## src/design/mp2_ram.sv

```systemverilog
// Generic single-write, single-read synchronous RAM with registered read data.
// Read during write to the same address returns the old contents.
module mp2_ram #(
    parameter int WIDTH = 8,
    parameter int DEPTH = 64,
    localparam int AW = (DEPTH > 1) ? $clog2(DEPTH) : 1
) (
    input  logic             clk,
    input  logic             re,
    input  logic [AW-1:0]    raddr,
    input  logic             we,
    input  logic [AW-1:0]    waddr,
    input  logic [WIDTH-1:0] wdata,
    output logic [WIDTH-1:0] rdata
);

    logic [WIDTH-1:0] mem_reg [DEPTH];
    logic [WIDTH-1:0] rdata_reg;

    always_ff @(posedge clk)
    begin
        if (we)
        begin
            mem_reg[waddr] <= wdata;
        end
        if (re)
        begin
            rdata_reg <= mem_reg[raddr];
        end
    end

    assign rdata = rdata_reg;

endmodule

```

## config.mk

```make
export PLATFORM = sky130hd
export DESIGN_NAME = mp2_ram
export DESIGN_NICKNAME = d
export VERILOG_FILES = /design/src/design/mp2_ram.sv
export SDC_FILE = /design/constraint.sdc
export NUM_CORES = 1
export LEC_CHECK = 0
export ABC_AREA = 1
export BUFFER_PORTS_ARGS = -buffer_cell sky130_fd_sc_hd__buf_4
export CAP_MARGIN = 40
export CORE_MARGIN = 5
export CORE_UTILIZATION = 40
export DETAILED_ROUTE_END_ITERATION = 8
export PLACE_DENSITY_LB_ADDON = 0.15
export SYNTH_ARGS = -nofsm -noshare
export SYNTH_HDL_FRONTEND = slang
export SYNTH_SLANG_ARGS = --single-unit
```

## constraint.sdc

```tcl
create_clock -name clk -period 2.79 [get_ports clk]
set_clock_uncertainty 0.05 [all_clocks]
set_input_delay 0.558 -clock clk [delete_from_list [all_inputs] [get_ports clk]]
set_output_delay 0.558 -clock clk [all_outputs]
set_load 0.02 [all_outputs]
```

Word-level counts from Yosys, hierarchy flattened

Memories as Yosys holds them, arrays and structs flattened. A register that Yosys moved wholly into a read port is not among the register bits.
Index checks and enable logic that the tools add are counted.

Muxes and demuxes: 2

Operators with widths:

| kind    | count |
|---|---|
| $mux W1 | 2 |

Register bits: 0
RAM bits: 512
Bits of input ports: 23
Word-level logic and storage cells: 3
Memories kept: 1

Memories:

| memory  | words | bits a word | rd ports | clocked after memory_dff | wr ports | line | source |
|---|---|---|---|---|---|---|---|
| mem_reg | 64    | 8           | 1        | 1                        | 1        | 17   | `logic [WIDTH-1:0] mem_reg [DEPTH];` |

Depth between registers and ports, before layout

Depth in word-level cells: 2
Depth in mapped cells: 12
Mapped depth without buffers: 9

Worst setup path before layout

Ideal clock, no wire load.

Path kind: input -> register
From: in we
To: mem mem_reg[48][0] (enable)
Library setup time: 0.395 ns
Arrival time: 1.929 ns
Required time: 2.345 ns
Setup slack: 0.416 ns
Stages: 3
Path buffers: 1
Path through: clkbuf_1 -> nand4_1 -> nor4_1

Cells in the longest elaborated chain, start to end: 2

Ends and longest elaborated chain:

| item                          | line | source |
|---|---|---|
| from (decl)                   | 11   | `input logic we,` |
| $mux W1                       | 22   | `if (we)` |
| $mux W1 (not written as such) | 24   | `mem_reg[waddr] <= wdata;` |
| to (decl)                     | 17   |  |

Every way passes these cells.

Worst setup path in the final report

From: reg rdata_reg[5] (netlist: rdata[5]), read port of mem_reg
To: out rdata[5]

RTL lines:

| item        | line | source |
|---|---|---|
| from (decl) | 18   | `logic [WIDTH-1:0] rdata_reg;` |
| to (decl)   | 14   | `output logic [WIDTH-1:0] rdata` |

No word-level cell between the ends.

==> flow_summary.json <==
{
  "grt_first_pass_wirelength_um": 86800,
  "relSlewSlack": 0.424,
  "synth.most_common_cell": "nand2_1",
  "synthCells": 1805,
  "drive_gt1_frac": 0.113,
  "via_per_inst": 5.28,
  "cp.required_ns": 2.18,
  "syn_to_final_growth_pct": 13.9,
  "power.total_mw": 16.7,
  "n_fill_cell": 4850,
  "cts_resized": 0,
  "yosysTopAreaCellShare": 0.729,
  "rsz0062_at_grt": "false",
  "peakVddDrop_v": 0.000504,
  "leakage_nw": 8.87,
  "synth_edf_count": 520,
  "cts_setup_buffers": 0,
  "worstSetupStartpointType": "flip-flop",
  "crit_slowest_cell": "edfxtp_1",
  "status": "finished clean",
  "crit_family": "flip-flops",
  "cp_num_cells": 1,
  "critical_path_class": "flip-flop to output port",
  "power_density_nw_per_um2": 684,
  "worst_pin_slew_ns": 0.864,
  "drv_cap": 0,
  "htreeDepth": 2,
  "grt_max_degree": 76,
  "clkTransAtPathRegs_ns": 0.06,
  "worstPathArrival_ns": 1.36,
  "setup_viol": 0,
  "path_buf_inv": 1,
  "postRouteAntennaNets": 0,
  "grt.met2_usage": 0.310,
  "slew_violations": 0,
  "gr-usage-met1": 0.292,
  "cts_buffers": 56,
  "antenna_found_initial": 1,
  "yosys.area.top_type": "edfxtp_1",
  "finalCritPeriodShare": 0.706,
  "n_antenna_cell": 0,
  "synthArstFlopShare": 0,
  "fmax_mhz": 508,
  "routed_wl_um": 57100,
  "syn-num-nets": 1828,
  "endpoint_kind": "output port",
  "fin_crit_ns": 1.97,
  "hold_viol_final": 0,
  "largest_register_ffs": 512,
  "busiest_layer": "met2",
  "die_h_um": 241,
  "port_buffers": 30,
  "cts_sinks": 520,
  "worst-path-max-fanout": 1,
  "grt_usage": 0.197,
  "wire_per_inst_um": 21.8,
  "ys_ff_latch": 520,
  "ys_types": 15,
  "drt_first_pass_iters": 5,
  "seq_area_um2": 15600,
  "dpl.hpwl_um": 33700,
  "hold_depth": 1,
  "drt_iter0_drc": 1229,
  "ys.warnings.count": 0,
  "initial_core_util": 0.406,
  "fp.dieW_um": 241,
  "clock_latency_ns": 0.61,
  "overflow": 0,
  "hold_class": "input pin to flip-flop",
  "cts_tree": "done",
  "synth_area_per_cell_um2": 11.9,
  "yosysSeqAreaShare": 0.729,
  "ios": 31,
  "num_vias": 13854,
  "gp_congestion": 0.833,
  "multi_input_area_um2": 4950,
  "dieArea_um2": 58300,
  "path_cells": "buf_4",
  "rows": 84,
  "cts.path.max_buffers": 3,
  "max_stage_delay_ns": 0.53,
  "synthTopCellsByCount": "648 x nand2_1, 520 x edfxtp_1, 439 x nand3_1, 56 x nor2_1, 37 x buf_2",
  "syn_area_um2": 21400,
  "drc": 0,
  "grtUsageMet3": 0.0299,
  "fin_setup_tns_ns": 0,
  "r2r_cells": 8,
  "synthTopCellsByArea": "edfxtp_1 73%, nand2_1 11%, nand3_1 10%",
  "clockRootBuffer": "clkbuf_16",
  "grt_pass1_vias": 13553,
  "coreArea_um2": 52800,
  "ctsHoldBuffers": 0,
  "synthFlopType": "edfxtp_1",
  "layout.nets": 1916
}
-- metrics by stage --
stage               hold WS [ns]  area, um^2  instances   util  setup slack (ns)
floorplan                  0.607       21400       1805      -             0.416
global placement           0.815       22700       2523  0.431             0.252
detailed placement         0.812       22700       2523  0.431             0.271
CTS                        0.187       24400       2622  0.463             0.797
global route               0.196       24400       2622  0.463             0.767
finish                     0.225       24400       2622  0.463             0.821
-- power breakdown --
| group | switching, mW | total (mW) | internal [mW] | leakage [nW] |
|---|---|---|---|---|
| registers | 0.0287 | 8.70 | 8.67 | 4.69 |
| logic | 0.787 | 1.07 | 0.287 | 3.36 |
| clock network | 2.96 | 6.91 | 3.96 | 0.826 |
| total | 3.77 | 16.7 | 12.9 | 8.87 |
-- cells in the final DEF (no fill, tap or decap) --
master      Yosys  routed
clkbuf_16       0      58
nand4_1         9       9
clkinv_1        0      12
inv_4           0       1
clkinvlp_4      0       1
clkbuf_8        0       1
edfxtp_1      520     520
inv_1          10       9
bufinv_16       0       2
clkinv_2        0      10
inv_6           1       1
nand3_1       439     439
buf_12          0      13
inv_2           1       1
nand2_1       648     648
clkinv_8        0       1
buf_4          14     129
clkbuf_1       15      15
nor2_1         56      56
nor4_1          8       8
-- logic make-up (layout without fill, tap and decap cells) --
logic type             after synthesis  count (layout)  synth area share
buffers and inverters              125             254            0.0401
AND/OR/NAND/NOR                   1160            1160             0.231
flip-flops                         520             520             0.729
-- worst paths after layout --
check	start	to	slack [ns]
max	rdata[5]	rdata[5]	0.82
min	re	rdata[3]	0.22
max reg2reg	mem_reg[63][2]	rdata[2]	1.21
min reg2reg	mem_reg[22][1]	rdata[1]	0.83
-- layer usage --
layer / vias to the layer above / part of all wire
met2: 393 / 0.46
met5: - / 0
met3: 81 / 0.061
li1: 6533 / -
met1: 6847 / 0.46
met4: 0 / 0.019
-- area by class of cell --
cell class              instances  area share
clock buffers                  73      0.0618
clock inverters                26     0.00733
inverters                      12     0.00215
multi-input cells            1160       0.203
flip-flops and latches        520       0.640
well taps                     688      0.0353
repair buffers                143      0.0509
Power figures use the tool's default switching activity.
