$ cat src/design/mp2_pkg.sv
// Shared types and constants for the 2x2 int8 max-pool stream core.
// No dependencies; every other design file but mp2_ram imports this package.
package mp2_pkg;

    // Default build limits
    localparam int MAX_WIDTH_DEF    = 256;
    localparam int MAX_CHANNELS_DEF = 64;
    localparam int MAX_HEIGHT_DEF   = 4096;

    // Fixed field and register widths
    localparam int SAMPLE_W     = 8;
    localparam int HEIGHT_REG_W = 13;
    localparam int WIDTH_REG_W  = 9;
    localparam int CHAN_REG_W   = 7;
    localparam int BATCH_W      = 16;
    localparam int DATA_W       = 32;
    localparam int ADDR_W       = 5;
    localparam int IDX_W        = ADDR_W - 2;

    // Register indexes (byte address = 4 * index)
    localparam logic [IDX_W-1:0] REG_POOL_MODE = 3'd0;
    localparam logic [IDX_W-1:0] REG_HEIGHT    = 3'd1;
    localparam logic [IDX_W-1:0] REG_WIDTH     = 3'd2;
    localparam logic [IDX_W-1:0] REG_CHANNELS  = 3'd3;
    localparam logic [IDX_W-1:0] REG_BATCH     = 3'd4;

    typedef enum logic {
        MODE_SAME  = 1'b0,   // stride 1, same-upper padding
        MODE_VALID = 1'b1    // stride 2, valid
    } pool_mode_t;

    // Position flags of the current item, from the position tracker
    typedef struct packed {
        logic first_row;
        logic first_col;
        logic bottom_row;
        logic right_col;
        logic last_chan;
        logic pair_row_end;   // odd row of the last full row pair
        logic pair_col_end;   // odd column of the last full column pair
        logic last_image;     // image counter at the final image of the batch
    } pos_flags_t;

endpackage

$ cat src/design/mp2_pos.sv
// Stream position tracker: row, column, channel, image counters and row-store address.
// Depends on mp2_pkg.
module mp2_pos #(
    parameter int MAX_WIDTH    = mp2_pkg::MAX_WIDTH_DEF,
    parameter int MAX_CHANNELS = mp2_pkg::MAX_CHANNELS_DEF,
    parameter int MAX_HEIGHT   = mp2_pkg::MAX_HEIGHT_DEF,
    localparam int ROW_W = (MAX_HEIGHT > 1) ? $clog2(MAX_HEIGHT) : 1,
    localparam int COL_W = (MAX_WIDTH > 1) ? $clog2(MAX_WIDTH) : 1,
    localparam int CH_W  = (MAX_CHANNELS > 1) ? $clog2(MAX_CHANNELS) : 1,
    localparam int RA_W  = (MAX_WIDTH * MAX_CHANNELS > 1) ?
                           $clog2(MAX_WIDTH * MAX_CHANNELS) : 1
) (
    input  logic                        clk,
    input  logic                        rst_n,
    input  logic                        restart,
    input  logic                        advance,
    input  logic [ROW_W-1:0]            row_last,
    input  logic [COL_W-1:0]            col_last,
    input  logic [CH_W-1:0]             chan_last,
    input  logic [mp2_pkg::BATCH_W-1:0] batch_last,
    output logic [ROW_W-1:0]            row,
    output logic [COL_W-1:0]            col,
    output logic [CH_W-1:0]             chan,
    output logic [RA_W-1:0]             row_addr,
    output mp2_pkg::pos_flags_t         flags
);
    import mp2_pkg::*;

    logic [ROW_W-1:0]   row_reg,   row_next;
    logic [COL_W-1:0]   col_reg,   col_next;
    logic [CH_W-1:0]    chan_reg,  chan_next;
    logic [RA_W-1:0]    addr_reg,  addr_next;
    logic [BATCH_W-1:0] image_reg, image_next;
    logic [ROW_W-1:0]   rl_m1;
    logic [COL_W-1:0]   cl_m1;

    assign rl_m1 = row_last - ROW_W'(1);
    assign cl_m1 = col_last - COL_W'(1);

    always_comb
    begin
        flags.first_row    = (row_reg == '0);
        flags.first_col    = (col_reg == '0);
        flags.bottom_row   = (row_reg == row_last);
        flags.right_col    = (col_reg == col_last);
        flags.last_chan    = (chan_reg == chan_last);
        flags.pair_row_end = row_reg[0] && ((row_reg >> 1) == (rl_m1 >> 1));
        flags.pair_col_end = col_reg[0] && ((col_reg >> 1) == (cl_m1 >> 1));
        flags.last_image   = (image_reg == batch_last);
    end

    always_comb
    begin
        row_next   = row_reg;
        col_next   = col_reg;
        chan_next  = chan_reg;
        addr_next  = addr_reg;
        image_next = image_reg;
        priority if (restart)
        begin
            row_next   = '0;
            col_next   = '0;
            chan_next  = '0;
            addr_next  = '0;
            image_next = '0;
        end
        else if (advance)
        begin
            addr_next = addr_reg + RA_W'(1);
            if (!flags.last_chan)
            begin
                chan_next = chan_reg + CH_W'(1);
            end
            else
            begin
                chan_next = '0;
                if (!flags.right_col)
                begin
                    col_next = col_reg + COL_W'(1);
                end
                else
                begin
                    col_next  = '0;
                    addr_next = '0;
                    if (!flags.bottom_row)
                    begin
                        row_next = row_reg + ROW_W'(1);
                    end
                    else
                    begin
                        row_next   = '0;
                        image_next = flags.last_image ? '0 : image_reg + BATCH_W'(1);
                    end
                end
            end
        end
    end

    always_ff @(posedge clk or negedge rst_n)
    begin
        if (!rst_n)
        begin
            row_reg   <= '0;
            col_reg   <= '0;
            chan_reg  <= '0;
            addr_reg  <= '0;
            image_reg <= '0;
        end
        else
        begin
            row_reg   <= row_next;
            col_reg   <= col_next;
            chan_reg  <= chan_next;
            addr_reg  <= addr_next;
            image_reg <= image_next;
        end
    end

    assign row      = row_reg;
    assign col      = col_reg;
    assign chan     = chan_reg;
    assign row_addr = addr_reg;

endmodule

$ cat config.mk
export PLATFORM = sky130hd
export DESIGN_NAME = mp2_pos
export DESIGN_NICKNAME = d
export VERILOG_FILES = /design/src/design/mp2_pkg.sv /design/src/design/mp2_pos.sv
export SDC_FILE = /design/constraint.sdc
export NUM_CORES = 1
export LEC_CHECK = 0
export BUFFER_PORTS_ARGS = -buffer_cell sky130_fd_sc_hd__clkbuf_2
export CAP_MARGIN = 20
export CELL_PAD_IN_SITES_DETAIL_PLACEMENT = 1
export CELL_PAD_IN_SITES_GLOBAL_PLACEMENT = 1
export CORE_MARGIN = 8
export CORE_UTILIZATION = 40
export CTS_CLUSTER_DIAMETER = 50
export DETAILED_ROUTE_END_ITERATION = 8
export GPL_TIMING_DRIVEN = 0
export PLACE_DENSITY = 0.81
export SETUP_SLACK_MARGIN = 0.4
export SYNTH_ARGS = -nofsm -noshare
export SYNTH_HDL_FRONTEND = slang
export SYNTH_SLANG_ARGS = --single-unit
$ cat constraint.sdc
create_clock -name clk -period 2.5 [get_ports clk]
set_input_delay 0.125 -clock clk [delete_from_list [all_inputs] [get_ports clk]]
set_output_delay 0.125 -clock clk [all_outputs]
set_load 0.02 [all_outputs]
Yosys cells after proc, flatten, opt, wreduce, memory -nomap -nowiden
Index checks and enable logic that the tools add are counted.

word-level totals
  register bits after elaboration = 56
  output and inout bits = 48

cells by class
  add/sub/neg operators = 7
  eq/ne operators = 6
  multiplexer cells = 22
  reduce and logical (&&, ||, !) cells = 11

operator list
  cell                                                 count
  2-to-1 mux 16 bit                                    6
  2-to-1 mux 12 bit                                    5
  2-to-1 mux 14 bit                                    4
  2-to-1 mux 8 bit                                     4
  2-to-1 mux 6 bit                                     3
  adder 16 x 1 -> 16 bit (second input constant)       1
  == test 16 bit                                       1
  adder 14 x 1 -> 14 bit (second input constant)       1
  adder 12 x 1 -> 12 bit (second input constant)       1
  == test 12 bit                                       1
  logical NOT 12 bit                                   1
  subtractor 12 x 1 -> 12 bit (second input constant)  1
  == test 11 bit                                       1
  adder 8 x 1 -> 8 bit (second input constant)         1
  == test 8 bit                                        1
  logical NOT 8 bit                                    1
  nonzero test 2 bit                                   4
  subtractor 8 x 1 -> 8 bit (second input constant)    1
  == test 7 bit                                        1
  adder 6 x 1 -> 6 bit (second input constant)         1
  == test 6 bit                                        1
  AND reduction 4 bit                                  1
  AND reduction 3 bit                                  1
  logical AND 1 bit                                    2
  AND reduction 2 bit                                  1

Logic depth before layout (Yosys ltp)
  depth in word-level cells = 7
  depth in mapped cells = 8

Least setup slack after synthesis
No wires, ideal clock.

  kind = register to output
  start = register row_reg[3] (netlist: row[3])
  end = output flags[2] (netlist name)
  arrival time = 2.159 ns
  required time = 2.375 ns
  slack = 0.216 ns
  cell stages (with the launch flop) = 7
  buffers on the path = 0
  cell sequence = dfrtp_1 > xnor2_1 > xnor2_1 > nor3_1 > a31oi_1 > or4_1 > a2111oi_2

RTL lines
  item                    RTL line        source
  start, declared         mp2_pos.sv:29   logic [ROW_W-1:0] row_reg, row_next;
  start signal, assigned  mp2_pos.sv:111  row_reg <= row_next;
  end, declared           mp2_pos.sv:25   output mp2_pkg::pos_flags_t flags

Worst setup path in the final report
  start = register col_reg[3] (netlist: col[3])
  end = register image_reg[11]

on the way
  cells in the longest elaborated chain, start to end = 3

ends and longest elaborated chain
  item                                  RTL line        source
  start, declared                       mp2_pos.sv:30   logic [COL_W-1:0] col_reg, col_next;
  start signal, assigned                mp2_pos.sv:112  col_reg <= col_next;
  == test 8 bit                         mp2_pos.sv:45   flags.right_col = (col_reg == col_last);
  nonzero test 2 bit (no source line)   -
  AND reduction 4 bit (no source line)  -
  end signal, assigned                  mp2_pos.sv:115  image_reg <= image_next;
  end, declared                         mp2_pos.sv:33   logic [BATCH_W-1:0] image_reg, image_next;

No other way between the ends.
A chain may end at the register's enable or synchronous reset.

==> metrics <==
status=complete, but fails checks; failing checks=negative setup slack; synthesized area=3930 um^2; most common cell after layout, fill and taps aside=clkbuf_2; first-pass GRT wire length=24100 um; Logic pwr share=0.319; htree depth=2; number of synthesized flops with an enable pin=0; largest net degree at the start of global routing=57; critical path endpoint=image_reg[11]; total CTS buffers=5; drt wl/cell=21.9 um; Setup Crit Path Kind=reg -> reg; commonest non-fill, non-tap cells in the layout=clkbuf_2 (92), dfrtp_1 (46), nand2_1 (45); vias in the first global route=4784; hpwl dp=about 9600 um; RSZ-0062 raised after global routing=true; Routability Congestion=0.897; dpl cells=692; maximum vdd drop=around 0.22 mV; total gr overflow=0; # DRC=0; final WL=16400 um; Worst-Margin Slew=0.829 ns; max reg flops=16; setup_tns=-0.0649 ns; cell row count=36; Levels on crit path=9; layout cell share with drive strength beyond 1=0.426; Leak=between 2 and 3 nW; Slew HR=0.447; CP Data Required Time=2.74 ns; DP Worst Slack=-0.282 ns; power density over the cells=roughly 400 nW/um^2; Fillers=approximately 1.1k; FFs w/ async S/R, synth=1.00; fin cells=746; Peak Freq=393 MHz; Cell variety after synth=52; endpoint type of the worst setup path=flop; Root Buffer=clkbuf_8; worst r2r path cells=9; TritonRoute pass-1 iters=4; CTS Buffer Depth=2; Worst Skew=0.0108 ns; count of max-cap constraint violations=0; post-synthesis sequential area ratio=0.356; Nets=between 600 and 700; post-route setup slack=-0.0421 ns; Fin. Hold Viols=0; syn avg cell area=8.44 um^2; Crit. Startpoint=col[3]; critical path launch point type=flop; endpoints failing setup=3; Clock Latency Late Sink=0.32 ns; Die Span Y=approximately 120 um; Slew Limit Fails=0; port buffer count=93; CP cell instances=buf_8 > xor2_2 > or4b_4 > o21ai_4 > nand4b_1 > buf_4 > buf_6 > clkbuf_16 > o31ai_4; CTS tree=done; switching power=0.868 mW; Top Ports=94; most used flip-flop cell after synthesis=dfrtp_1; worst r2r src=col[3]; CP max stage delay=0.57 ns; Area growth, synth to finish=47.7%; yosys warns=0; Initial Utilization=0.408; Switching Fraction=0.369; clock network fraction of total power=0.228; fin crit share=1.02; min cycle time layout=2.54 ns; CP max stage cell=or4b_4; CP arrival=2.78 ns; remaining antenna violation count=0; setup slack, reg-to-reg=-0.04 ns; R2R Path End=image_reg[11]; initial drt markers=210; Worst Path Buf+Inv=4; sequential power share=0.453; Reg clk slew, reported paths=0.12 ns; GRT Total Usage=0.227; Via density=between 5 and 6; antenna violations before repair=0; # diodes=0; routed vias=around 4.3k; Hold Crit Class=in -> reg; Syn Nets=521; Int Power=roughly 1.5 mW; CP delay by family, top=simple AND/OR/NAND/NOR gates; CTS sink count=56; Core Area=9640 um^2; DIE WIDTH=115 um; register bit total from synthesis=56; crit path max fanout=6; Mapped Cells=approximately 470; die area=13300 um^2
tightest hold or removal path: cells and delay by family:
| family | cells | cell delay [ns] |
|---|---|---|
| buffers and inverters | 1 | 0.12 |
| AO/OA/AOI/OAI | 2 | 0.19 |
per-stage QoR:
stage	area, um^2	power, mW	hold slack [ns]	utilization
after floorplan	3960	1.38	-0.171	-
after global placement	4590	1.58	0.330	0.476
after detailed placement	4590	1.61	0.293	0.477
after CTS	5450	2.25	0.101	0.566
after global routing	5810	2.45	0.163	0.602
final	5810	2.35	0.161	0.602
cells in the mapped netlist, types with 2 or more instances:
library cell / number / area (um^2)
nand3_1: 22 / 110
and2_1: 4 / 25.0
o31ai_1: 18 / 135
o21ai_0: 57 / 285
nor2b_1: 12 / 75.1
ha_1: 9 / 113
or3_1: 3 / 18.8
inv_1: 14 / 52.6
nor4_1: 6 / 37.5
nand4b_1: 2 / 17.5
dfrtp_1: 56 / 1400
nor3_1: 8 / 40.0
nand4_1: 18 / 113
nor4b_1: 2 / 17.5
xor2_1: 22 / 193
nor2_1: 36 / 135
buf_6: 2 / 22.5
nand3b_1: 3 / 22.5
and3_1: 10 / 62.6
a21oi_1: 8 / 40.0
a31oi_1: 5 / 31.3
xnor2_1: 46 / 403
nand2b_1: 11 / 68.8
clkbuf_1: 14 / 52.6
nand2_1: 49 / 184
or2_2: 3 / 18.8
how the worst min path moves through the flow:
stage,start,end,slack (ns),cells past startpoint
detailed placement,rst_n,col[1],0.29,1
finish,advance,chan[1],0.16,3
CTS,advance,chan[1],0.10,3
global placement,restart,chan[1],0.33,2
global route,advance,chan[1],0.16,3
floorplan,rst_n,chan[0],-0.17,0
cell type report:
| class | count | area, um^2 | share of cell area |
|---|---|---|---|
| inverter | 14 | 52.6 | 0.00905 |
| tap | 133 | 166 | 0.0287 |
| buffer | 18 | 201 | 0.0347 |
| multi-input combinational | 378 | 2970 | 0.512 |
| clock inverter | 3 | 23.8 | 0.00409 |
| sequential | 56 | 1410 | 0.243 |
| timing repair buffer | 139 | 906 | 0.156 |
| clock buffer | 5 | 68.8 | 0.0119 |
routing by layer:
layer / routed length, um / GRT usage / vias up
met2: 8700 / 0.422 / 117
met3: 627 / 0.0410 / 38
met5: 0 / 0 / -
met1: 6590 / 0.246 / 2231
li1: - / - / 1953
met4: 447 / 0.101 / 0
what timing repair did:
action                     in CTS  in global routing
gates resized for setup       127                 81
hold buffers                    2                  0
setup endpoints to repair      53                 58
gates cloned                    3                  1
pin swaps                      34                 15
hold endpoints to repair       57                  0
buffers inserted               27                 13
power by group through the flow:
stage / registers [mW] / clock network, mW / logic [mW]
global route: 1.07 / 0.575 / 0.807
floorplan: 1.09 / 0 / 0.288
finish: 1.06 / 0.535 / 0.750
detailed placement: 1.07 / 0 / 0.542
CTS: 1.06 / 0.539 / 0.657
global placement: 1.07 / 0 / 0.512
kinds of logic (layout without fill, tap and decap cells):
group / after synthesis / after routing / synth area share
flops: 56 / 56 / 0.356
simple gates: 199 / 199 / 0.266
xor+xnor: 69 / 69 / 0.156
buf+inv: 32 / 179 / 0.0350
fa+ha+maj: 9 / 9 / 0.0286
compound gates: 101 / 101 / 0.158
Power figures use the tool's default switching activity.
