[config.mk]
export PLATFORM = sky130hd
export DESIGN_NAME = mp2_cfg
export DESIGN_NICKNAME = d
export VERILOG_FILES = /design/src/design/mp2_pkg.sv /design/src/design/mp2_cfg.sv
export SDC_FILE = /design/constraint.sdc
export NUM_CORES = 1
export LEC_CHECK = 0
export BUFFER_PORTS_ARGS = -buffer_cell sky130_fd_sc_hd__buf_2
export CAP_MARGIN = 15
export CORE_MARGIN = 2
export CORE_UTILIZATION = 51
export DETAILED_ROUTE_END_ITERATION = 8
export GPL_TIMING_DRIVEN = 0
export PLACE_DENSITY = 0.81
export SLEW_MARGIN = 20
export SYNTH_ARGS = -nofsm -noshare
export SYNTH_HDL_FRONTEND = slang
export SYNTH_SLANG_ARGS = --single-unit
[constraint.sdc]
create_clock -name clk -period 2.4 [get_ports clk]
set_input_delay 0.6 -clock clk [delete_from_list [all_inputs] [get_ports clk]]
set_output_delay 0.6 -clock clk [all_outputs]
set_load 0.05 [all_outputs]
[src/design/mp2_pkg.sv]
// Shared types and constants for the 2x2 int8 max-pool stream core.
// No dependencies; every other design file but mp2_ram imports this package.
package mp2_pkg;

    // Default build limits
    localparam int MAX_WIDTH_DEF    = 256;
    localparam int MAX_CHANNELS_DEF = 64;
    localparam int MAX_HEIGHT_DEF   = 4096;

    // Fixed field and register widths
    localparam int SAMPLE_W     = 8;
    localparam int HEIGHT_REG_W = 13;
    localparam int WIDTH_REG_W  = 9;
    localparam int CHAN_REG_W   = 7;
    localparam int BATCH_W      = 16;
    localparam int DATA_W       = 32;
    localparam int ADDR_W       = 5;
    localparam int IDX_W        = ADDR_W - 2;

    // Register indexes (byte address = 4 * index)
    localparam logic [IDX_W-1:0] REG_POOL_MODE = 3'd0;
    localparam logic [IDX_W-1:0] REG_HEIGHT    = 3'd1;
    localparam logic [IDX_W-1:0] REG_WIDTH     = 3'd2;
    localparam logic [IDX_W-1:0] REG_CHANNELS  = 3'd3;
    localparam logic [IDX_W-1:0] REG_BATCH     = 3'd4;

    typedef enum logic {
        MODE_SAME  = 1'b0,   // stride 1, same-upper padding
        MODE_VALID = 1'b1    // stride 2, valid
    } pool_mode_t;

    // Position flags of the current item, from the position tracker
    typedef struct packed {
        logic first_row;
        logic first_col;
        logic bottom_row;
        logic right_col;
        logic last_chan;
        logic pair_row_end;   // odd row of the last full row pair
        logic pair_col_end;   // odd column of the last full column pair
        logic last_image;     // image counter at the final image of the batch
    } pos_flags_t;

endpackage

[src/design/mp2_cfg.sv]
// APB register block: mode, image sizes, batch count; clamped last-index values.
// Depends on mp2_pkg.
module mp2_cfg #(
    parameter int MAX_WIDTH    = mp2_pkg::MAX_WIDTH_DEF,
    parameter int MAX_CHANNELS = mp2_pkg::MAX_CHANNELS_DEF,
    parameter int MAX_HEIGHT   = mp2_pkg::MAX_HEIGHT_DEF,
    localparam int ROW_W = (MAX_HEIGHT > 1) ? $clog2(MAX_HEIGHT) : 1,
    localparam int COL_W = (MAX_WIDTH > 1) ? $clog2(MAX_WIDTH) : 1,
    localparam int CH_W  = (MAX_CHANNELS > 1) ? $clog2(MAX_CHANNELS) : 1
) (
    input  logic                        clk,
    input  logic                        rst_n,
    input  logic                        psel,
    input  logic                        penable,
    input  logic                        pwrite,
    input  logic [mp2_pkg::ADDR_W-1:0]  paddr,
    input  logic [mp2_pkg::DATA_W-1:0]  pwdata,
    output logic [mp2_pkg::DATA_W-1:0]  prdata,
    output logic                        pready,
    output mp2_pkg::pool_mode_t         mode,
    output logic [ROW_W-1:0]            row_last,
    output logic [COL_W-1:0]            col_last,
    output logic [CH_W-1:0]             chan_last,
    output logic [mp2_pkg::BATCH_W-1:0] batch_last,
    output logic                        restart
);
    import mp2_pkg::*;

    pool_mode_t              mode_reg,   mode_next;
    logic [HEIGHT_REG_W-1:0] height_reg, height_next;
    logic [WIDTH_REG_W-1:0]  width_reg,  width_next;
    logic [CHAN_REG_W-1:0]   chan_reg,   chan_next;
    logic [BATCH_W-1:0]      batch_reg,  batch_next;

    logic                    wr;
    logic [IDX_W-1:0]        idx;
    logic [HEIGHT_REG_W-1:0] h_m1;
    logic [WIDTH_REG_W-1:0]  w_m1;
    logic [CHAN_REG_W-1:0]   c_m1;

    assign pready = 1'b1;
    assign wr     = psel && penable && pwrite;
    assign idx    = paddr[ADDR_W-1:2];

    always_comb
    begin
        mode_next   = mode_reg;
        height_next = height_reg;
        width_next  = width_reg;
        chan_next   = chan_reg;
        batch_next  = batch_reg;
        restart     = 1'b0;
        if (wr)
        begin
            unique case (idx)
                REG_POOL_MODE:
                begin
                    mode_next = pool_mode_t'(pwdata[0]);
                    restart   = 1'b1;
                end
                REG_HEIGHT:
                begin
                    height_next = pwdata[HEIGHT_REG_W-1:0];
                    restart     = 1'b1;
                end
                REG_WIDTH:
                begin
                    width_next = pwdata[WIDTH_REG_W-1:0];
                    restart    = 1'b1;
                end
                REG_CHANNELS:
                begin
                    chan_next = pwdata[CHAN_REG_W-1:0];
                    restart   = 1'b1;
                end
                REG_BATCH:
                begin
                    batch_next = pwdata[BATCH_W-1:0];
                    restart    = 1'b1;
                end
                default:
                begin
                    restart = 1'b0;
                end
            endcase
        end
    end

    always_ff @(posedge clk or negedge rst_n)
    begin
        if (!rst_n)
        begin
            mode_reg   <= MODE_SAME;
            height_reg <= HEIGHT_REG_W'(1);
            width_reg  <= WIDTH_REG_W'(1);
            chan_reg   <= CHAN_REG_W'(1);
            batch_reg  <= BATCH_W'(1);
        end
        else
        begin
            mode_reg   <= mode_next;
            height_reg <= height_next;
            width_reg  <= width_next;
            chan_reg   <= chan_next;
            batch_reg  <= batch_next;
        end
    end

    always_comb
    begin
        unique case (idx)
            REG_POOL_MODE: prdata = DATA_W'(mode_reg);
            REG_HEIGHT:    prdata = DATA_W'(height_reg);
            REG_WIDTH:     prdata = DATA_W'(width_reg);
            REG_CHANNELS:  prdata = DATA_W'(chan_reg);
            REG_BATCH:     prdata = DATA_W'(batch_reg);
            default:       prdata = '0;
        endcase
    end

    // Zero acts as one, oversize saturates at the build limit
    assign h_m1 = height_reg - HEIGHT_REG_W'(1);
    assign w_m1 = width_reg - WIDTH_REG_W'(1);
    assign c_m1 = chan_reg - CHAN_REG_W'(1);

    always_comb
    begin
        if (height_reg == '0)
            row_last = '0;
        else if (32'(height_reg) > 32'(MAX_HEIGHT))
            row_last = ROW_W'(MAX_HEIGHT - 1);
        else
            row_last = ROW_W'(h_m1);

        if (width_reg == '0)
            col_last = '0;
        else if (32'(width_reg) > 32'(MAX_WIDTH))
            col_last = COL_W'(MAX_WIDTH - 1);
        else
            col_last = COL_W'(w_m1);

        if (chan_reg == '0)
            chan_last = '0;
        else if (32'(chan_reg) > 32'(MAX_CHANNELS))
            chan_last = CH_W'(MAX_CHANNELS - 1);
        else
            chan_last = CH_W'(c_m1);

        if (batch_reg == '0)
            batch_last = '0;
        else
            batch_last = batch_reg - BATCH_W'(1);
    end

    assign mode = mode_reg;

endmodule

-- Yosys cells after proc, flatten, opt, wreduce, memory -nomap -nowiden
Index checks and enable logic that the tools add are counted.
- reduce and logical (&&, ||, !) cells: 13
- order comparisons: 3
- muxes and demuxes: 10
- $add $sub $neg: 4
- shift-type cells: 0
- div/mod/pow operators: 0
- equal/unequal tests: 4
- bitwise operators: 0
- multipliers: 0
- operator list (cell ; number):
    one-hot mux 16 bit (5 select lines) ; 1
    2-to-1 mux 12 bit ; 2
    zero test 16 bit ; 1
    2-to-1 mux 16 bit ; 1
    2-to-1 mux 8 bit ; 2
    subtractor 16 x 1 -> 16 bit, second input constant ; 1
    greater-than comparator 13 bit, second input constant ; 1
    zero test 13 bit ; 1
    2-to-1 mux 6 bit ; 2
    subtractor 12 x 1 -> 12 bit, second input constant ; 1
    AND reduction 2 bit ; 5
    greater-than comparator 9 bit, second input constant ; 1
    zero test 9 bit ; 1
    subtractor 8 x 1 -> 8 bit, second input constant ; 1
    greater-than comparator 7 bit, second input constant ; 1
    zero test 7 bit ; 1
    == test 3 x 2 -> 1 bit, second input constant ; 2
    subtractor 6 x 1 -> 6 bit, second input constant ; 1
    OR reduction 5 bit ; 1
    == test 3 x 1 -> 1 bit, second input constant ; 1
    == test 3 bit, second input constant ; 1
    zero test 3 bit ; 1
    logical AND 1 bit ; 2
    2-to-1 mux 1 bit ; 2
- input port bits: 42
- memories: 0
- flip-flop bits (word level): 46
- output and inout port bits: 77
- bits in writable memories: 0
- memory bits (read-only): 0
- word-level logic and storage cells: 39
- latch bits: 0

-- Longest topological paths before layout
- word-level depth: 4
- mapped depth: 7
- gate-level depth less buffers: 6

-- Least setup slack after synthesis
No wires, ideal clock.
- path type: flip-flop to output port
- from: register height_reg[5]
- to: output row_last[11]
- required time: 1.800 ns
- cell stages (with the launch flop): 4
- path buffers: 0
- arrival: 2.595 ns
- setup slack: -0.795 ns
- cells stage by stage: dfrtp_1 -> or4_4 -> or3_1 -> o311ai_1
- longest elaborated chain between the ends: 3
- elaborated cells between the ends (all ways): 5
- classes of those cells: add/sub: 1; order compare: 1; mux: 2; reduce/logical: 1
- RTL lines (element ; RTL line ; text):
    start, declared ; mp2_cfg.sv:30 ; logic [HEIGHT_REG_W-1:0] height_reg, height_next;
    start signal, assigned ; mp2_cfg.sv:102 ; height_reg <= height_next;
    subtractor 12 x 1 -> 12 bit or greater-than comparator 13 bit (tied branches) ; mp2_cfg.sv:122, mp2_cfg.sv:130 ;
    2-to-1 mux 12 bit ; mp2_cfg.sv:130 ; else if (32'(height_reg) > 32'(MAX_HEIGHT))
    2-to-1 mux 12 bit * ; mp2_cfg.sv:128 ; if (height_reg == '0)
    end, declared ; mp2_cfg.sv:21 ; output logic [ROW_W-1:0] row_last,
Mark *: on every way between the ends. The rest lies on a longest branch, timed or not.

-- Final worst setup path
- from: register batch_reg[0]
- to: output batch_last[9] (netlist bit)
- longest elaborated chain between the ends: 2
- elaborated cells between the ends (all ways): 3
- classes of those cells: add/sub: 1; mux: 1; reduce/logical: 1
- RTL lines (element ; RTL line ; text):
    start, declared ; mp2_cfg.sv:33 ; logic [BATCH_W-1:0] batch_reg, batch_next;
    start signal, assigned ; mp2_cfg.sv:105 ; batch_reg <= batch_next;
    subtractor 16 x 1 -> 16 bit or zero test 16 bit (tied branches) ; mp2_cfg.sv:152, mp2_cfg.sv:149 ;
    2-to-1 mux 16 bit * ; mp2_cfg.sv:149 ; if (batch_reg == '0)
    end, declared ; mp2_cfg.sv:24 ; output logic [mp2_pkg::BATCH_W-1:0] batch_last,
Marks and branches as above.

==> out/qor.txt <==
outcome -> finished, violations left
failing checks -> design-rule violations, negative setup slack
final period utilization -> 118%
drt total wl -> 15,800 um
RR Endpoint -> width_reg[8]$_DFFE_PN0P_
final setup violating endpoints -> 40
Main synth FF type -> dfrtp_1
RSZ-0062 raised after global routing -> true
Site Rows -> 29
Detail Route Antenna Nets -> 0
ANT cells -> 0
DRC -> 8
CTS tree -> yes
CP max FO -> 5
Util after Layout -> 89.5%
area leader, netlist -> dfrtp_1
Synth area leaders -> dfrtp_1, mux2_2, nor2_1
PwrDens -> 1060 nW/um^2
most common cell in the netlist -> mux2_2
final worst setup slack -> -0.422 ns
Die Height -> 85.9 um
Port Buffer Count -> 82
Hold Buf Count CTS -> 0
asr flop ratio synth -> 100%
Initial DRC Count -> 494
largest net degree at the start of global routing -> 47
first-pass GRT wire length -> 19,300 um
total global-route track usage -> 33.8%
vias -> 4,070
clk_lat worst skew -> 0.30 ns
nets -> 586
WL per Instance -> 25.7 um
cell leakage power -> 2.51 nW
IO Pins -> 119
clk slew on worst S/H paths -> 0.09 ns
H-tree Lvls -> 2
Least-Margin Pin Slew -> 1.04 ns
Cell Count, Final, Fillers Out -> 615
achievable frequency -> 354 MHz
EDFF count, synth -> 0
Final Max Slew Viols -> 0
Largest register FFs -> 16
Syn. warnings -> 0
pre-CTS setup slack -> -0.387 ns
number of global-route vias before repair -> 3,638
HPWL after DPL -> 6690 um
clk sinks -> 46
CORE AREA -> 6420 sq um
clk buf depth -> 2
Yosys top cell area share -> 30.8%
Hold Vio Cnt, Final -> 0
fraction of layout cells with a size suffix above 1 -> 69.0%
syn_area_per_cell -> 9.26 sq um
RD Place Congestion -> 0.869
synth cell count leaders -> mux2_2, dfrtp_1, nor2_1, nand2_1, o21ai_0
Worst Setup SP -> batch_reg[0]$_DFFE_PN1P_
Max-cap violations -> 0
placed insts -> 543
Initial Util -> 53.2%
initial antenna violation count -> 0
Synth Cell Area -> 3420 sq um
Overflow after GRT -> 0
R2R cell count -> 2
clock root buffer -> clkbuf_8
vias per cell -> 6.62
Yosys cell types -> 53
Crit Path Category -> register to output pin
sequential-to-total area share from yosys stat -> 33.8%
CP Launch Type -> register
R2R Setup Slk -> 1.20 ns
worst r2r src -> width_reg[8]$_DFFE_PN0P_
maximum vdd drop -> 0.859 mV
TritonCTS buffer count -> 5
WP data arrival -> 2.22 ns
Layout fillers -> 246
Yosys reg bits -> 46
drt pass-1 iters -> 9
slew margin rel. -> 30.8%
Die X -> 85.9 um
Final Skew -> 0 ns
Period minus WS final -> 2.82 ns
Tightest Hold Check Type -> input pin to async pin
Synth Instances -> 369
CP required -> 1.80 ns
Area growth syn-to-layout -> 68.3%
Die ar. -> 7370 sq um
CP endpoint kind -> output pin
-- metal layers --
layer	track usage [%]	vias to the layer above	routed length, um
met1	40.6	1930	5430
met5	0	-	0
met2	58.1	401	7680
li1	-	1624	-
met4	16.0	0	1120
met3	6.74	115	1600
-- how the worst max path moves through the flow --
stage                          end  cells past startpoint
global route        batch_last[15]                      6
detailed placement    row_last[10]                      7
global placement     batch_last[7]                      8
floorplan              row_last[0]                      6
CTS                   row_last[10]                      6
finish               batch_last[9]                      7
-- worst max-delay path: stages, from the launching register on --
cell and delay (ns):
dfstp_2 0.39, buf_6 0.14, nor4_4 0.42, buf_4 0.22, nand3_1 0.14, xor2_1 0.36, nor2_4 0.08, buf_8 0.16
-- placed cells by master, fill, tap and decap left out, types with 10 or more instances in the layout --
cell     netlist  routed
buf_2          3      29
dfrtp_1       42      27
buf_4         18      81
nor2_1        37      15
o21ai_2        0      12
buf_6          0      49
conb_1         2      17
inv_1         16      11
nand2_1       27      22
nor2_4         0      13
xor2_1        11      10
dfrtp_2        0      15
mux2_2        53      51
-- cells by family (layout without fill, tap and decap cells) --
logic type	after synthesis	in the layout	synth area share, %
adders and majority gates	12	12	4.03
AOI/OAI and AO/OA	66	66	12.4
buffers and inverters	51	205	7.69
and+or+nand+nor	118	118	18.5
xor gates and xnor gates	18	18	4.61
other	2	17	0.220
muxes	56	56	18.7
DFF	46	46	33.8
-- timing repair --
item | CTS | global route
setup buffers | 39 | 28
cloned | 1 | 0
pin swaps | 29 | 26
gates resized for setup | 183 | 98
setup endpoints to repair | 52 | 53
-- power breakdown --
group / switching (mW) / leakage, nW / internal (mW)
Combinational: 2.65 / 1.91 / 1.75
Clock: 0.286 / 0.0385 / 0.207
Sequential: 0.286 / 0.559 / 0.944
Total: 3.22 / 2.51 / 2.90
-- cell type report --
type | count | area, sq um | share of cell area (%)
multi-input cells | 287 | 2800 | 48.6
inverters | 16 | 66.3 | 1.15
clock inverters | 1 | 7.51 | 0.131
repair buffers | 150 | 1300 | 22.5
clock buffers | 7 | 76.3 | 1.33
plain buffers | 31 | 238 | 4.13
flip-flops and latches | 46 | 1170 | 20.4
well taps | 77 | 96.3 | 1.68
-- through the flow --
step / power [mW] / setup TNS [ns] / hold slack (ns) / cell area [sq um]
CTS: 5.28 / -5.21 / 0.492 / 5210
floorplan: 3.39 / -3.60 / 0.304 / 3630
detailed placement: 3.94 / -11.17 / 0.538 / 4140
finish: 6.12 / -10.53 / 0.459 / 5750
global route: 6.26 / -12.21 / 0.533 / 5750
global placement: 3.88 / -9.35 / 0.535 / 4140
(Power assumes the default switching activity.)
