--- src/design/mp2_pkg.sv ---
// Shared types and constants for the 2x2 int8 max-pool stream core.
// No dependencies; every other design file but mp2_ram imports this package.
package mp2_pkg;

    // Default build limits
    localparam int MAX_WIDTH_DEF    = 256;
    localparam int MAX_CHANNELS_DEF = 64;
    localparam int MAX_HEIGHT_DEF   = 4096;

    // Fixed field and register widths
    localparam int SAMPLE_W     = 8;
    localparam int HEIGHT_REG_W = 13;
    localparam int WIDTH_REG_W  = 9;
    localparam int CHAN_REG_W   = 7;
    localparam int BATCH_W      = 16;
    localparam int DATA_W       = 32;
    localparam int ADDR_W       = 5;
    localparam int IDX_W        = ADDR_W - 2;

    // Register indexes (byte address = 4 * index)
    localparam logic [IDX_W-1:0] REG_POOL_MODE = 3'd0;
    localparam logic [IDX_W-1:0] REG_HEIGHT    = 3'd1;
    localparam logic [IDX_W-1:0] REG_WIDTH     = 3'd2;
    localparam logic [IDX_W-1:0] REG_CHANNELS  = 3'd3;
    localparam logic [IDX_W-1:0] REG_BATCH     = 3'd4;

    typedef enum logic {
        MODE_SAME  = 1'b0,   // stride 1, same-upper padding
        MODE_VALID = 1'b1    // stride 2, valid
    } pool_mode_t;

    // Position flags of the current item, from the position tracker
    typedef struct packed {
        logic first_row;
        logic first_col;
        logic bottom_row;
        logic right_col;
        logic last_chan;
        logic pair_row_end;   // odd row of the last full row pair
        logic pair_col_end;   // odd column of the last full column pair
        logic last_image;     // image counter at the final image of the batch
    } pos_flags_t;

endpackage

--- src/design/mp2_pool.sv ---
// Compare stage and result sequencer: store read data, forwarding, up to four results.
// Depends on mp2_pkg; drives the write ports of both store RAMs.
module mp2_pool #(
    parameter int MAX_WIDTH    = mp2_pkg::MAX_WIDTH_DEF,
    parameter int MAX_CHANNELS = mp2_pkg::MAX_CHANNELS_DEF,
    parameter int MAX_HEIGHT   = mp2_pkg::MAX_HEIGHT_DEF,
    localparam int ROW_W = (MAX_HEIGHT > 1) ? $clog2(MAX_HEIGHT) : 1,
    localparam int COL_W = (MAX_WIDTH > 1) ? $clog2(MAX_WIDTH) : 1,
    localparam int CH_W  = (MAX_CHANNELS > 1) ? $clog2(MAX_CHANNELS) : 1,
    localparam int RA_W  = (MAX_WIDTH * MAX_CHANNELS > 1) ?
                           $clog2(MAX_WIDTH * MAX_CHANNELS) : 1
) (
    input  logic                               clk,
    input  logic                               rst_n,
    input  mp2_pkg::pool_mode_t                mode,
    // item in
    input  logic                               sample_valid,
    output logic                               sample_ready,
    input  logic signed [mp2_pkg::SAMPLE_W-1:0] sample_value,
    input  logic [ROW_W-1:0]                   row,
    input  logic [COL_W-1:0]                   col,
    input  logic [CH_W-1:0]                    chan,
    input  logic [RA_W-1:0]                    row_addr,
    input  mp2_pkg::pos_flags_t                flags,
    // store read data and write ports
    input  logic [mp2_pkg::SAMPLE_W-1:0]       row_rdata,
    input  logic [2*mp2_pkg::SAMPLE_W-1:0]     chan_rdata,
    output logic                               store_we,
    output logic [RA_W-1:0]                    row_waddr,
    output logic [mp2_pkg::SAMPLE_W-1:0]       row_wdata,
    output logic [CH_W-1:0]                    chan_waddr,
    output logic [2*mp2_pkg::SAMPLE_W-1:0]     chan_wdata,
    // results out
    output logic                               result_valid,
    input  logic                               result_ready,
    output logic signed [mp2_pkg::SAMPLE_W-1:0] pooled_value,
    output logic [ROW_W-1:0]                   out_row,
    output logic [COL_W-1:0]                   out_col,
    output logic [CH_W-1:0]                    out_channel,
    output logic                               last_of_run,
    output logic                               last_of_image,
    output logic                               last_of_batch
);
    import mp2_pkg::*;

    localparam logic [1:0] SLOT_FULL   = 2'd0;  // full window, up-left of sample
    localparam logic [1:0] SLOT_RIGHT  = 2'd1;  // vertical pair at right edge
    localparam logic [1:0] SLOT_BOTTOM = 2'd2;  // horizontal pair on bottom row
    localparam logic [1:0] SLOT_CORNER = 2'd3;  // bottom-right copy

    function automatic logic signed [SAMPLE_W-1:0] smax(
        input logic signed [SAMPLE_W-1:0] a,
        input logic signed [SAMPLE_W-1:0] b
    );
        return (a > b) ? a : b;
    endfunction

    // holding stage
    logic                 s1_valid_reg, s1_valid_next;
    logic [3:0]           sent_reg,     sent_next;
    logic                 fwd_row_reg,  fwd_row_next;
    logic                 fwd_chan_reg, fwd_chan_next;
    logic signed [SAMPLE_W-1:0] v_reg;
    logic [ROW_W-1:0]     r_reg;
    logic [COL_W-1:0]     c_reg;
    logic [CH_W-1:0]      ch_reg;
    logic [RA_W-1:0]      addr_reg;
    pos_flags_t           flags_reg;
    logic [SAMPLE_W-1:0]  fwd_row_data_reg;
    logic [2*SAMPLE_W-1:0] fwd_chan_data_reg;

    // output register
    logic                 out_valid_reg, out_valid_next;
    logic signed [SAMPLE_W-1:0] pooled_reg;
    logic [ROW_W-1:0]     orow_reg;
    logic [COL_W-1:0]     ocol_reg;
    logic [CH_W-1:0]      och_reg;
    logic                 lrun_reg, limg_reg, lbatch_reg;

    logic                 accept, out_free, emit, s1_done, have, is_last, img_end;
    logic [3:0]           mask, pend;
    logic [1:0]           slot;
    logic signed [SAMPLE_W-1:0] up, left, diag, full_max, res_val;
    logic [2*SAMPLE_W-1:0] chan_word;
    logic [ROW_W-1:0]     res_row;
    logic [COL_W-1:0]     res_col;

    // store values, bypassing a write that lands on the edge of the read
    assign up        = fwd_row_reg ? fwd_row_data_reg : row_rdata;
    assign chan_word = fwd_chan_reg ? fwd_chan_data_reg : chan_rdata;
    assign diag      = chan_word[2*SAMPLE_W-1:SAMPLE_W];
    assign left      = chan_word[SAMPLE_W-1:0];
    assign full_max  = smax(smax(diag, up), smax(left, v_reg));

    always_comb
    begin
        unique case (mode)
            MODE_SAME:
            begin
                mask[SLOT_FULL]   = !flags_reg.first_row && !flags_reg.first_col;
                mask[SLOT_RIGHT]  = !flags_reg.first_row && flags_reg.right_col;
                mask[SLOT_BOTTOM] = flags_reg.bottom_row && !flags_reg.first_col;
                mask[SLOT_CORNER] = flags_reg.bottom_row && flags_reg.right_col;
                img_end = flags_reg.bottom_row && flags_reg.right_col && flags_reg.last_chan;
            end
            MODE_VALID:
            begin
                mask    = {3'b000, r_reg[0] && c_reg[0]};
                img_end = r_reg[0] && c_reg[0] && flags_reg.pair_row_end &&
                          flags_reg.pair_col_end && flags_reg.last_chan;
            end
            default:
            begin
                mask    = '0;
                img_end = 1'b0;
            end
        endcase
    end

    assign pend    = mask & ~sent_reg;
    assign have    = |pend;
    assign is_last = ((pend & (pend - 4'd1)) == 4'd0);

    always_comb
    begin
        priority if (pend[SLOT_FULL])
            slot = SLOT_FULL;
        else if (pend[SLOT_RIGHT])
            slot = SLOT_RIGHT;
        else if (pend[SLOT_BOTTOM])
            slot = SLOT_BOTTOM;
        else
            slot = SLOT_CORNER;
    end

    always_comb
    begin
        unique case (slot)
            SLOT_FULL:   res_val = full_max;
            SLOT_RIGHT:  res_val = smax(up, v_reg);
            SLOT_BOTTOM: res_val = smax(left, v_reg);
            default:     res_val = v_reg;
        endcase
        if (mode == MODE_VALID)
        begin
            res_row = r_reg >> 1;
            res_col = c_reg >> 1;
        end
        else
        begin
            res_row = slot[1] ? r_reg : r_reg - ROW_W'(1);
            res_col = slot[0] ? c_reg : c_reg - COL_W'(1);
        end
    end

    // handshakes
    assign out_free     = !out_valid_reg || result_ready;
    assign emit         = s1_valid_reg && have && out_free;
    assign s1_done      = s1_valid_reg && (!have || (emit && is_last));
    assign sample_ready = !s1_valid_reg || s1_done;
    assign accept       = sample_valid && sample_ready;

    always_comb
    begin
        s1_valid_next  = s1_valid_reg;
        sent_next      = sent_reg;
        fwd_row_next   = fwd_row_reg;
        fwd_chan_next  = fwd_chan_reg;
        out_valid_next = out_valid_reg;
        if (accept)
        begin
            s1_valid_next = 1'b1;
            sent_next     = '0;
            fwd_row_next  = s1_done && (row_addr == addr_reg);
            fwd_chan_next = s1_done && (chan == ch_reg);
        end
        else
        begin
            if (s1_done)
                s1_valid_next = 1'b0;
            if (emit)
                sent_next = sent_reg | (4'd1 << slot);
        end
        if (emit)
            out_valid_next = 1'b1;
        else if (result_ready)
            out_valid_next = 1'b0;
    end

    always_ff @(posedge clk or negedge rst_n)
    begin
        if (!rst_n)
        begin
            s1_valid_reg  <= 1'b0;
            sent_reg      <= '0;
            fwd_row_reg   <= 1'b0;
            fwd_chan_reg  <= 1'b0;
            out_valid_reg <= 1'b0;
        end
        else
        begin
            s1_valid_reg  <= s1_valid_next;
            sent_reg      <= sent_next;
            fwd_row_reg   <= fwd_row_next;
            fwd_chan_reg  <= fwd_chan_next;
            out_valid_reg <= out_valid_next;
        end
    end

    always_ff @(posedge clk)
    begin
        if (accept)
        begin
            v_reg             <= sample_value;
            r_reg             <= row;
            c_reg             <= col;
            ch_reg            <= chan;
            addr_reg          <= row_addr;
            flags_reg         <= flags;
            fwd_row_data_reg  <= v_reg;
            fwd_chan_data_reg <= {up, v_reg};
        end
        if (emit)
        begin
            pooled_reg <= res_val;
            orow_reg   <= res_row;
            ocol_reg   <= res_col;
            och_reg    <= ch_reg;
            lrun_reg   <= is_last;
            limg_reg   <= is_last && img_end;
            lbatch_reg <= is_last && img_end && flags_reg.last_image;
        end
    end

    // write back when the item leaves: row <- sample, diag <- up, left <- sample
    assign store_we   = s1_done;
    assign row_waddr  = addr_reg;
    assign row_wdata  = v_reg;
    assign chan_waddr = ch_reg;
    assign chan_wdata = {up, v_reg};

    assign result_valid  = out_valid_reg;
    assign pooled_value  = pooled_reg;
    assign out_row       = orow_reg;
    assign out_col       = ocol_reg;
    assign out_channel   = och_reg;
    assign last_of_run   = lrun_reg;
    assign last_of_image = limg_reg;
    assign last_of_batch = lbatch_reg;

endmodule

--- config.mk ---
export PLATFORM = sky130hd
export DESIGN_NAME = mp2_pool
export DESIGN_NICKNAME = d
export VERILOG_FILES = /design/src/design/mp2_pkg.sv /design/src/design/mp2_pool.sv
export SDC_FILE = /design/constraint.sdc
export NUM_CORES = 1
export LEC_CHECK = 0
export ABC_CLOCK_PERIOD_IN_PS = 4100
export BUFFER_PORTS_ARGS = -buffer_cell sky130_fd_sc_hd__clkbuf_2
export CORE_AREA = 2 2 212 131
export DETAILED_ROUTE_END_ITERATION = 6
export DIE_AREA = 0 0 214 133
export PLACE_DENSITY_LB_ADDON = 0.15
export SLEW_MARGIN = 20
export SYNTH_ARGS = -nofsm -noshare
export SYNTH_HDL_FRONTEND = slang
export SYNTH_SLANG_ARGS = --single-unit
--- constraint.sdc ---
create_clock -name clk -period 4.1 [get_ports clk]
set_input_delay 0.205 -clock clk [delete_from_list [all_inputs] [get_ports clk]]
set_output_delay 0.205 -clock clk [all_outputs]
set_load 0.05 [all_outputs]
**Word level (Yosys, flattened, before mapping)**

Cells that the tools add are included.

- Bits in registers: 125
- Bits in latches: 0
- Memory bits (writable): 0
- ROM bits: 0
- Bits of input ports: 85
- Output and inout port bits: 84
- Word-level logic and storage cells: 100
- Memories: 0

- Add/subtract/negate cells: 3
- $mul: 0
- Div/mod/pow operators: 0
- Magnitude comparators: 4
- Equal/unequal tests: 4
- Shift operators: 1
- Multiplexer cells: 22
- Bitwise logic cells: 5
- Reduce and logical (&&, ||, !) cells: 32

Operator list:

| operator | number |
|---|---|
| 2-to-1 mux 8 bit | 6 |
| > comparator 8 bit | 4 |
| case mux 8 bit (3 select lines) | 1 |
| logical AND 1 bit | 18 |
| 2-to-1 mux 16 bit | 1 |
| equality test 14 bit | 1 |
| 2-to-1 mux 12 bit | 1 |
| subtractor 12 x 1 -> 12 bit, second input constant | 1 |
| 2-to-1 mux 11 bit | 1 |
| bitwise AND 4 bit | 2 |
| 2-to-1 mux 4 bit | 2 |
| case mux 4 bit (2 select lines) | 1 |
| subtractor 8 x 1 -> 8 bit, second input constant | 1 |
| 2-to-1 mux 7 bit | 1 |
| equality test 6 bit | 1 |
| nonzero test 2 bit | 3 |
| zero test 1 bit | 5 |
| 2-to-1 mux 1 bit | 5 |
| zero test 4 bit | 1 |
| 2-to-1 mux 2 bit | 2 |
| inverter 4 bit | 1 |
| bitwise OR 4 bit | 1 |
| OR reduction 4 bit | 1 |
| << shifter 1 x 2 -> 4 bit, first input constant | 1 |
| 7 further kinds | 9 |

**Depth between registers and ports, before layout**

- Word-level depth: 13
- Gate-level depth with buffers: 21
- Gate-level depth less buffers: 17

**Least setup slack after synthesis**

No wires, ideal clock.

- Path type: register -> register
- From: reg fwd_chan_reg
- To: reg pooled_reg[3], in the netlist pooled_value[3] (data pin)
- Setup time: 0.257 ns
- Data arrival time: 4.069 ns
- Data required time: 3.843 ns
- Setup slack: -0.226 ns
- Stages on the path, launching flop included: 18
- Path buffers: 4
- Clock period less this slack: 4.326 ns
- Cell sequence: dfrtp_1 -> buf_6 -> clkbuf_1 -> mux2_2 -> ha_1 -> nor2b_1 -> o211ai_1 -> a211oi_2 -> or2_2 -> clkbuf_1 -> buf_6 -> mux2i_1 -> ha_1 -> and4_1 -> nand4_1 -> o32a_2 -> a21o_1 -> o2bb2ai_1

- Cells in the longest elaborated chain, start to end: 6
- Elaborated cells on any way between the ends: 8
- Classes of those cells: order compare: 3; mux: 5

Ends and longest elaborated chain:

| item | RTL line | text |
|---|---|---|
| from (decl) | mp2_pool.sv:62 | `logic fwd_chan_reg, fwd_chan_next;` |
| from (signal assigned) | mp2_pool.sv:205 | `fwd_chan_reg <= fwd_chan_next;` |
| 2-to-1 mux 16 bit * | mp2_pool.sv:90 | `assign chan_word = fwd_chan_reg ? fwd_chan_data_reg : chan_rdata;` |
| > comparator 8 bit | mp2_pool.sv:55 | `return (a > b) ? a : b;` |
| 2-to-1 mux 8 bit | mp2_pool.sv:55 |  |
| > comparator 8 bit | mp2_pool.sv:55 |  |
| 2-to-1 mux 8 bit | mp2_pool.sv:55 |  |
| case mux 8 bit (3 select lines) * | mp2_pool.sv:138 | `unique case (slot)` |
| via res_val[3] | mp2_pool.sv:83 | `logic signed [SAMPLE_W-1:0] up, left, diag, full_max, res_val;` |
| to (signal assigned) | mp2_pool.sv:225 | `pooled_reg <= res_val;` |
| to (decl) | mp2_pool.sv:74 | `logic signed [SAMPLE_W-1:0] pooled_reg;` |

Mark *: on every way through the listed nets, which the timed path passes. The rest lies on a longest branch.
A chain may end at the register's enable or synchronous reset.

**Final worst setup path**

Ends and elaborated chain as after synthesis.

==> impl_metrics.py <==
metrics = {
    "run_status": {
        "run_status": "completed",
    },
    "route": {
        "drt_wl_total_mm": 21.3,
        "antenna_left": 0,
        "vias_per_cell": 4.40,
        "wire_length_per_cell_um": 17.8,
        "route.vias.total": 5266,
        "first_drt_pass_iteration_count": 4,
        "post-route-drc-count": 0,
        "initialDrtViolationCount": 287,
    },
    "placement": {
        "placement_cell_area_um2": 8150,
        "place.gp.congestion": 0.825,
        "hpwlAfterDp_mm": 16.4,
        "dpl.cell_count": 1092,
        "port-buffer-count": 168,
    },
    "worst_setup_path": {
        "worstSetupPathType": "reg2reg",
        "critical_path.cell_chain": "buf_12 > buf_12 > mux2_4 > ha_4 > nand4_1 > nor2b_4 > o21a_2 > nor2_2 > buf_6 > mux2_4 > ha_4 > and4_4 > nand4_1 > o32a_4 > a21o_1 > o2bb2ai_2",
        "timing.critical_path.required_ps": 4280,
        "slowest_delay_ps": 420,
        "critPathBufInv": 3,
        "worst_ep_arrival_time_ps": 4200,
        "critPathTopFamily": "simple AND/OR/NAND/NOR gates",
        "crit_path_top_delay_cell": "dfrtp_2",
        "timing.critical_path.from_type": "flop",
        "path_max_fanout": 8,
        "critical_path.endpoint_type": "flop",
    },
    "grt": {
        "vias_in_the_first_global_route": 5416,
        "globalRoute.totalOverflow": 0,
        "grt_antenna_before_repair": 0,
        "gr-usage-all-layers_pct": 15.1,
        "grt_first_pass_wirelength_mm": 32.0,
        "grt_start_max_net_pins": 38,
    },
    "yosys": {
        "synth_cell_types": 69,
        "synthCells": 525,
        "synth_area_um2": 6520,
        "yosysWarningCount": 0,
        "ys_seq_elements": 117,
        "synth-edff-count": 109,
        "seq_area_frac_synth_pct": 53.3,
        "synth_async_sr_flop_share_pct": 6.84,
        "synth_fp_nets": 643,
        "syn_area_per_cell_um2": 12.4,
        "synth_top_flop_cell": "edfxtp_1",
    },
    "clocking": {
        "worst_setup_hold_path_clk_slew_ps": 60,
        "clkLatencyLatePin_ps": 440,
        "number_of_buffers_inserted_during_clock_tree_synthesis": 17,
        "ctsHtreeMaxLevel": 4,
        "clockRootBuffer": "clkbuf_16",
        "tritoncts_clock_tree": "yes",
        "cts_num_sinks": 117,
        "clock_path_buffers": 2,
    },
    "power": {
        "power.static_leakage_nw": 3.92,
        "power_density_nw_per_um2": 414,
        "share_of_power_burned_in_registers_pct": 36.7,
        "totalPowerFinal_mw": 4.03,
        "internal_power_mw": 2.71,
        "switching_power_mw": 1.32,
        "share_clk_of_total_power_pct": 34.5,
        "power.ir.vdd_worst_v": 0.000240,
        "p_comb_share_pct": 28.8,
        "power.share.switching_pct": 32.8,
    },
    "finish": {
        "area_delta_synth_final_pct": 49.4,
        "fillers": 2650,
        "drive_above_1_share_pct": 45.0,
        "final_cell_mix": "clkbuf_2, edfxtp_1, buf_4, dlygate4sd3_1, nand2_1",
        "regArea_um2": 3480,
        "commonest_non_fill_non_tap_cell_in_the_layout": "clkbuf_2",
        "n_antenna_cell": 0,
        "largest_register_ff_count": 14,
        "area_of_the_multi_input_gates_um2": 3140,
        "layoutNonFillerInstCount": 1198,
        "post-route-cell-area_um2": 9740,
        "finalNetCount": 936,
    },
    "timing": {
        "final_max_slew_viol_count": 0,
        "setup_repair_after_global_routing_missed_its_margin": "true",
        "final.min_clock_period_ps": 4020,
        "fmax_mhz": 249,
        "finalSetupViolCount": 0,
        "worst_pin_slew_ps": 912,
        "final_hold_viol_count": 0,
        "headroom_to_the_max_slew_limit_pct": 39.0,
        "final.hold.worst_slack_ps": 119,
        "post-route-period-util_pct": 98.0,
        "worst_clock_skew_ps": 15.4,
        "sum_of_negative_setup_slack_ps": 0,
    },
    "floorplan": {
        "die_h_um": 133,
        "die-area_um2": 28500,
        "core.rowCount": 47,
        "fp.coreArea_um2": 26800,
        "initial_core_util_pct": 24.4,
        "die_w_um": 214,
        "boundaryPins": 169,
    },
    "run": {
        "drv_cap": 0,
    },
    "min_path": {
        "hold_path_class": "in2reg",
    },
}
==> layout make-up <==
type,count,share of cell area (%)
Timing Repair Buffer,297,20.8
Multi-Input combinational cell,359,32.2
Clock inverter,13,1.12
Inverter,26,1.00
Clock buffer,19,4.45
Tap cell,367,4.72
Sequential cell,117,35.7
==> synthesized netlist by cell type, types with 3 or more instances <==
master | instances | area share, %
mux2_2 | 24 | 4.1
o221a_2 | 5 | 0.86
o211ai_1 | 6 | 0.69
xor2_1 | 19 | 2.6
nand3_1 | 9 | 0.69
buf_4 | 10 | 1.2
o21a_2 | 3 | 0.40
o22ai_1 | 3 | 0.29
a21oi_1 | 21 | 1.6
or2_2 | 4 | 0.38
a21o_1 | 4 | 0.46
nor2b_1 | 7 | 0.67
nor2_1 | 20 | 1.2
and4_1 | 3 | 0.40
a31oi_1 | 3 | 0.29
o21ai_0 | 32 | 2.5
nand4_1 | 8 | 0.77
o221ai_2 | 6 | 1.4
ha_1 | 33 | 6.3
o21ai_1 | 3 | 0.23
nor3_1 | 7 | 0.54
inv_1 | 26 | 1.5
clkbuf_1 | 9 | 0.52
nand2b_1 | 3 | 0.29
o2bb2ai_1 | 7 | 0.94
nand2_1 | 42 | 2.4
xnor2_1 | 18 | 2.4
edfxtp_1 | 109 | 50
mux2i_1 | 14 | 2.1
dfrtp_1 | 8 | 3.1
nor4_1 | 7 | 0.67
==> routing by layer <==
layer | global-route usage [%] | wire length [um]
met3 | 5.49 | 1550
met5 | 0 | 0
met2 | 20.3 | 8560
met1 | 22.2 | 10900
met4 | 4.62 | 254
==> per-stage QoR <==
step / utilization, % / setup WS, ps
after global placement: 30.4 / -261
after detailed placement: 30.4 / -342
after global routing: 36.4 / -72.7
after CTS: 35.5 / 4.01
after floorplan: - / 26.9
final: 36.4 / 82.9
==> kinds of logic after synthesis <==
family                   share of synthesized area (%)
AND/OR/NAND/NOR                                   11.7
flip-flops                                        53.3
AO/OA/AOI/OAI                                     13.6
buffers and inverters                             3.88
multiplexers                                      6.30
XOR/XNOR                                          4.97
adder cells (fa/ha/maj)                           6.33
==> what timing repair did <==
action / in CTS / in global routing
hold endpoints to repair: 65 / 0
buffers inserted: 6 / 8
endpoints found under the setup margin: 8 / 8
pin swaps: 6 / 11
hold buffers: 58 / 0
gates resized for setup: 26 / 27
cloned: 1 / 1
==> worst paths after layout <==
check                                         start                        end  slack [ps]  cells past startpoint
min reg2reg                 chan_waddr[5]$_DFFE_PP_   out_channel[5]$_DFFE_PP_         510                      0
max in group asynchronous                     rst_n   fwd_chan_reg$_DFFE_PN0P_        3690                      2
max reg2reg                fwd_chan_reg$_DFFE_PN0P_  pooled_value[3]$_DFFE_PP_          80                     16
min                                    result_ready   result_valid$_DFFE_PN0P_         120                      3
max                        fwd_chan_reg$_DFFE_PN0P_  pooled_value[3]$_DFFE_PP_          80                     16
min in group asynchronous                     rst_n   result_valid$_DFFE_PN0P_         190                      2
==> worst register-to-register path, cell delays in order, from the launching register on <==
cell and delay (ps):
dfrtp_2 420, buf_12 140, buf_12 140, mux2_4 320, ha_4 280, nand4_1 170, nor2b_4 190, o21a_2 120
nor2_2 90, buf_6 160, mux2_4 330, ha_4 280, and4_4 240, nand4_1 180, o32a_4 400, a21o_1 180
o2bb2ai_2 110
==> power groups by stage <==
stage | Combinational (mW) | Sequential (mW) | Clock [mW]
3_3_place_gp | 1.02 | 1.50 | 0
3_5_place_dp | 1.02 | 1.50 | 0
6_report | 1.16 | 1.48 | 1.39
2_1_floorplan | 0.480 | 1.69 | 0
5_1_grt | 1.25 | 1.49 | 1.48
4_1_cts | 1.11 | 1.48 | 1.43
No activity file was read; power rests on OpenSTA's default activity.
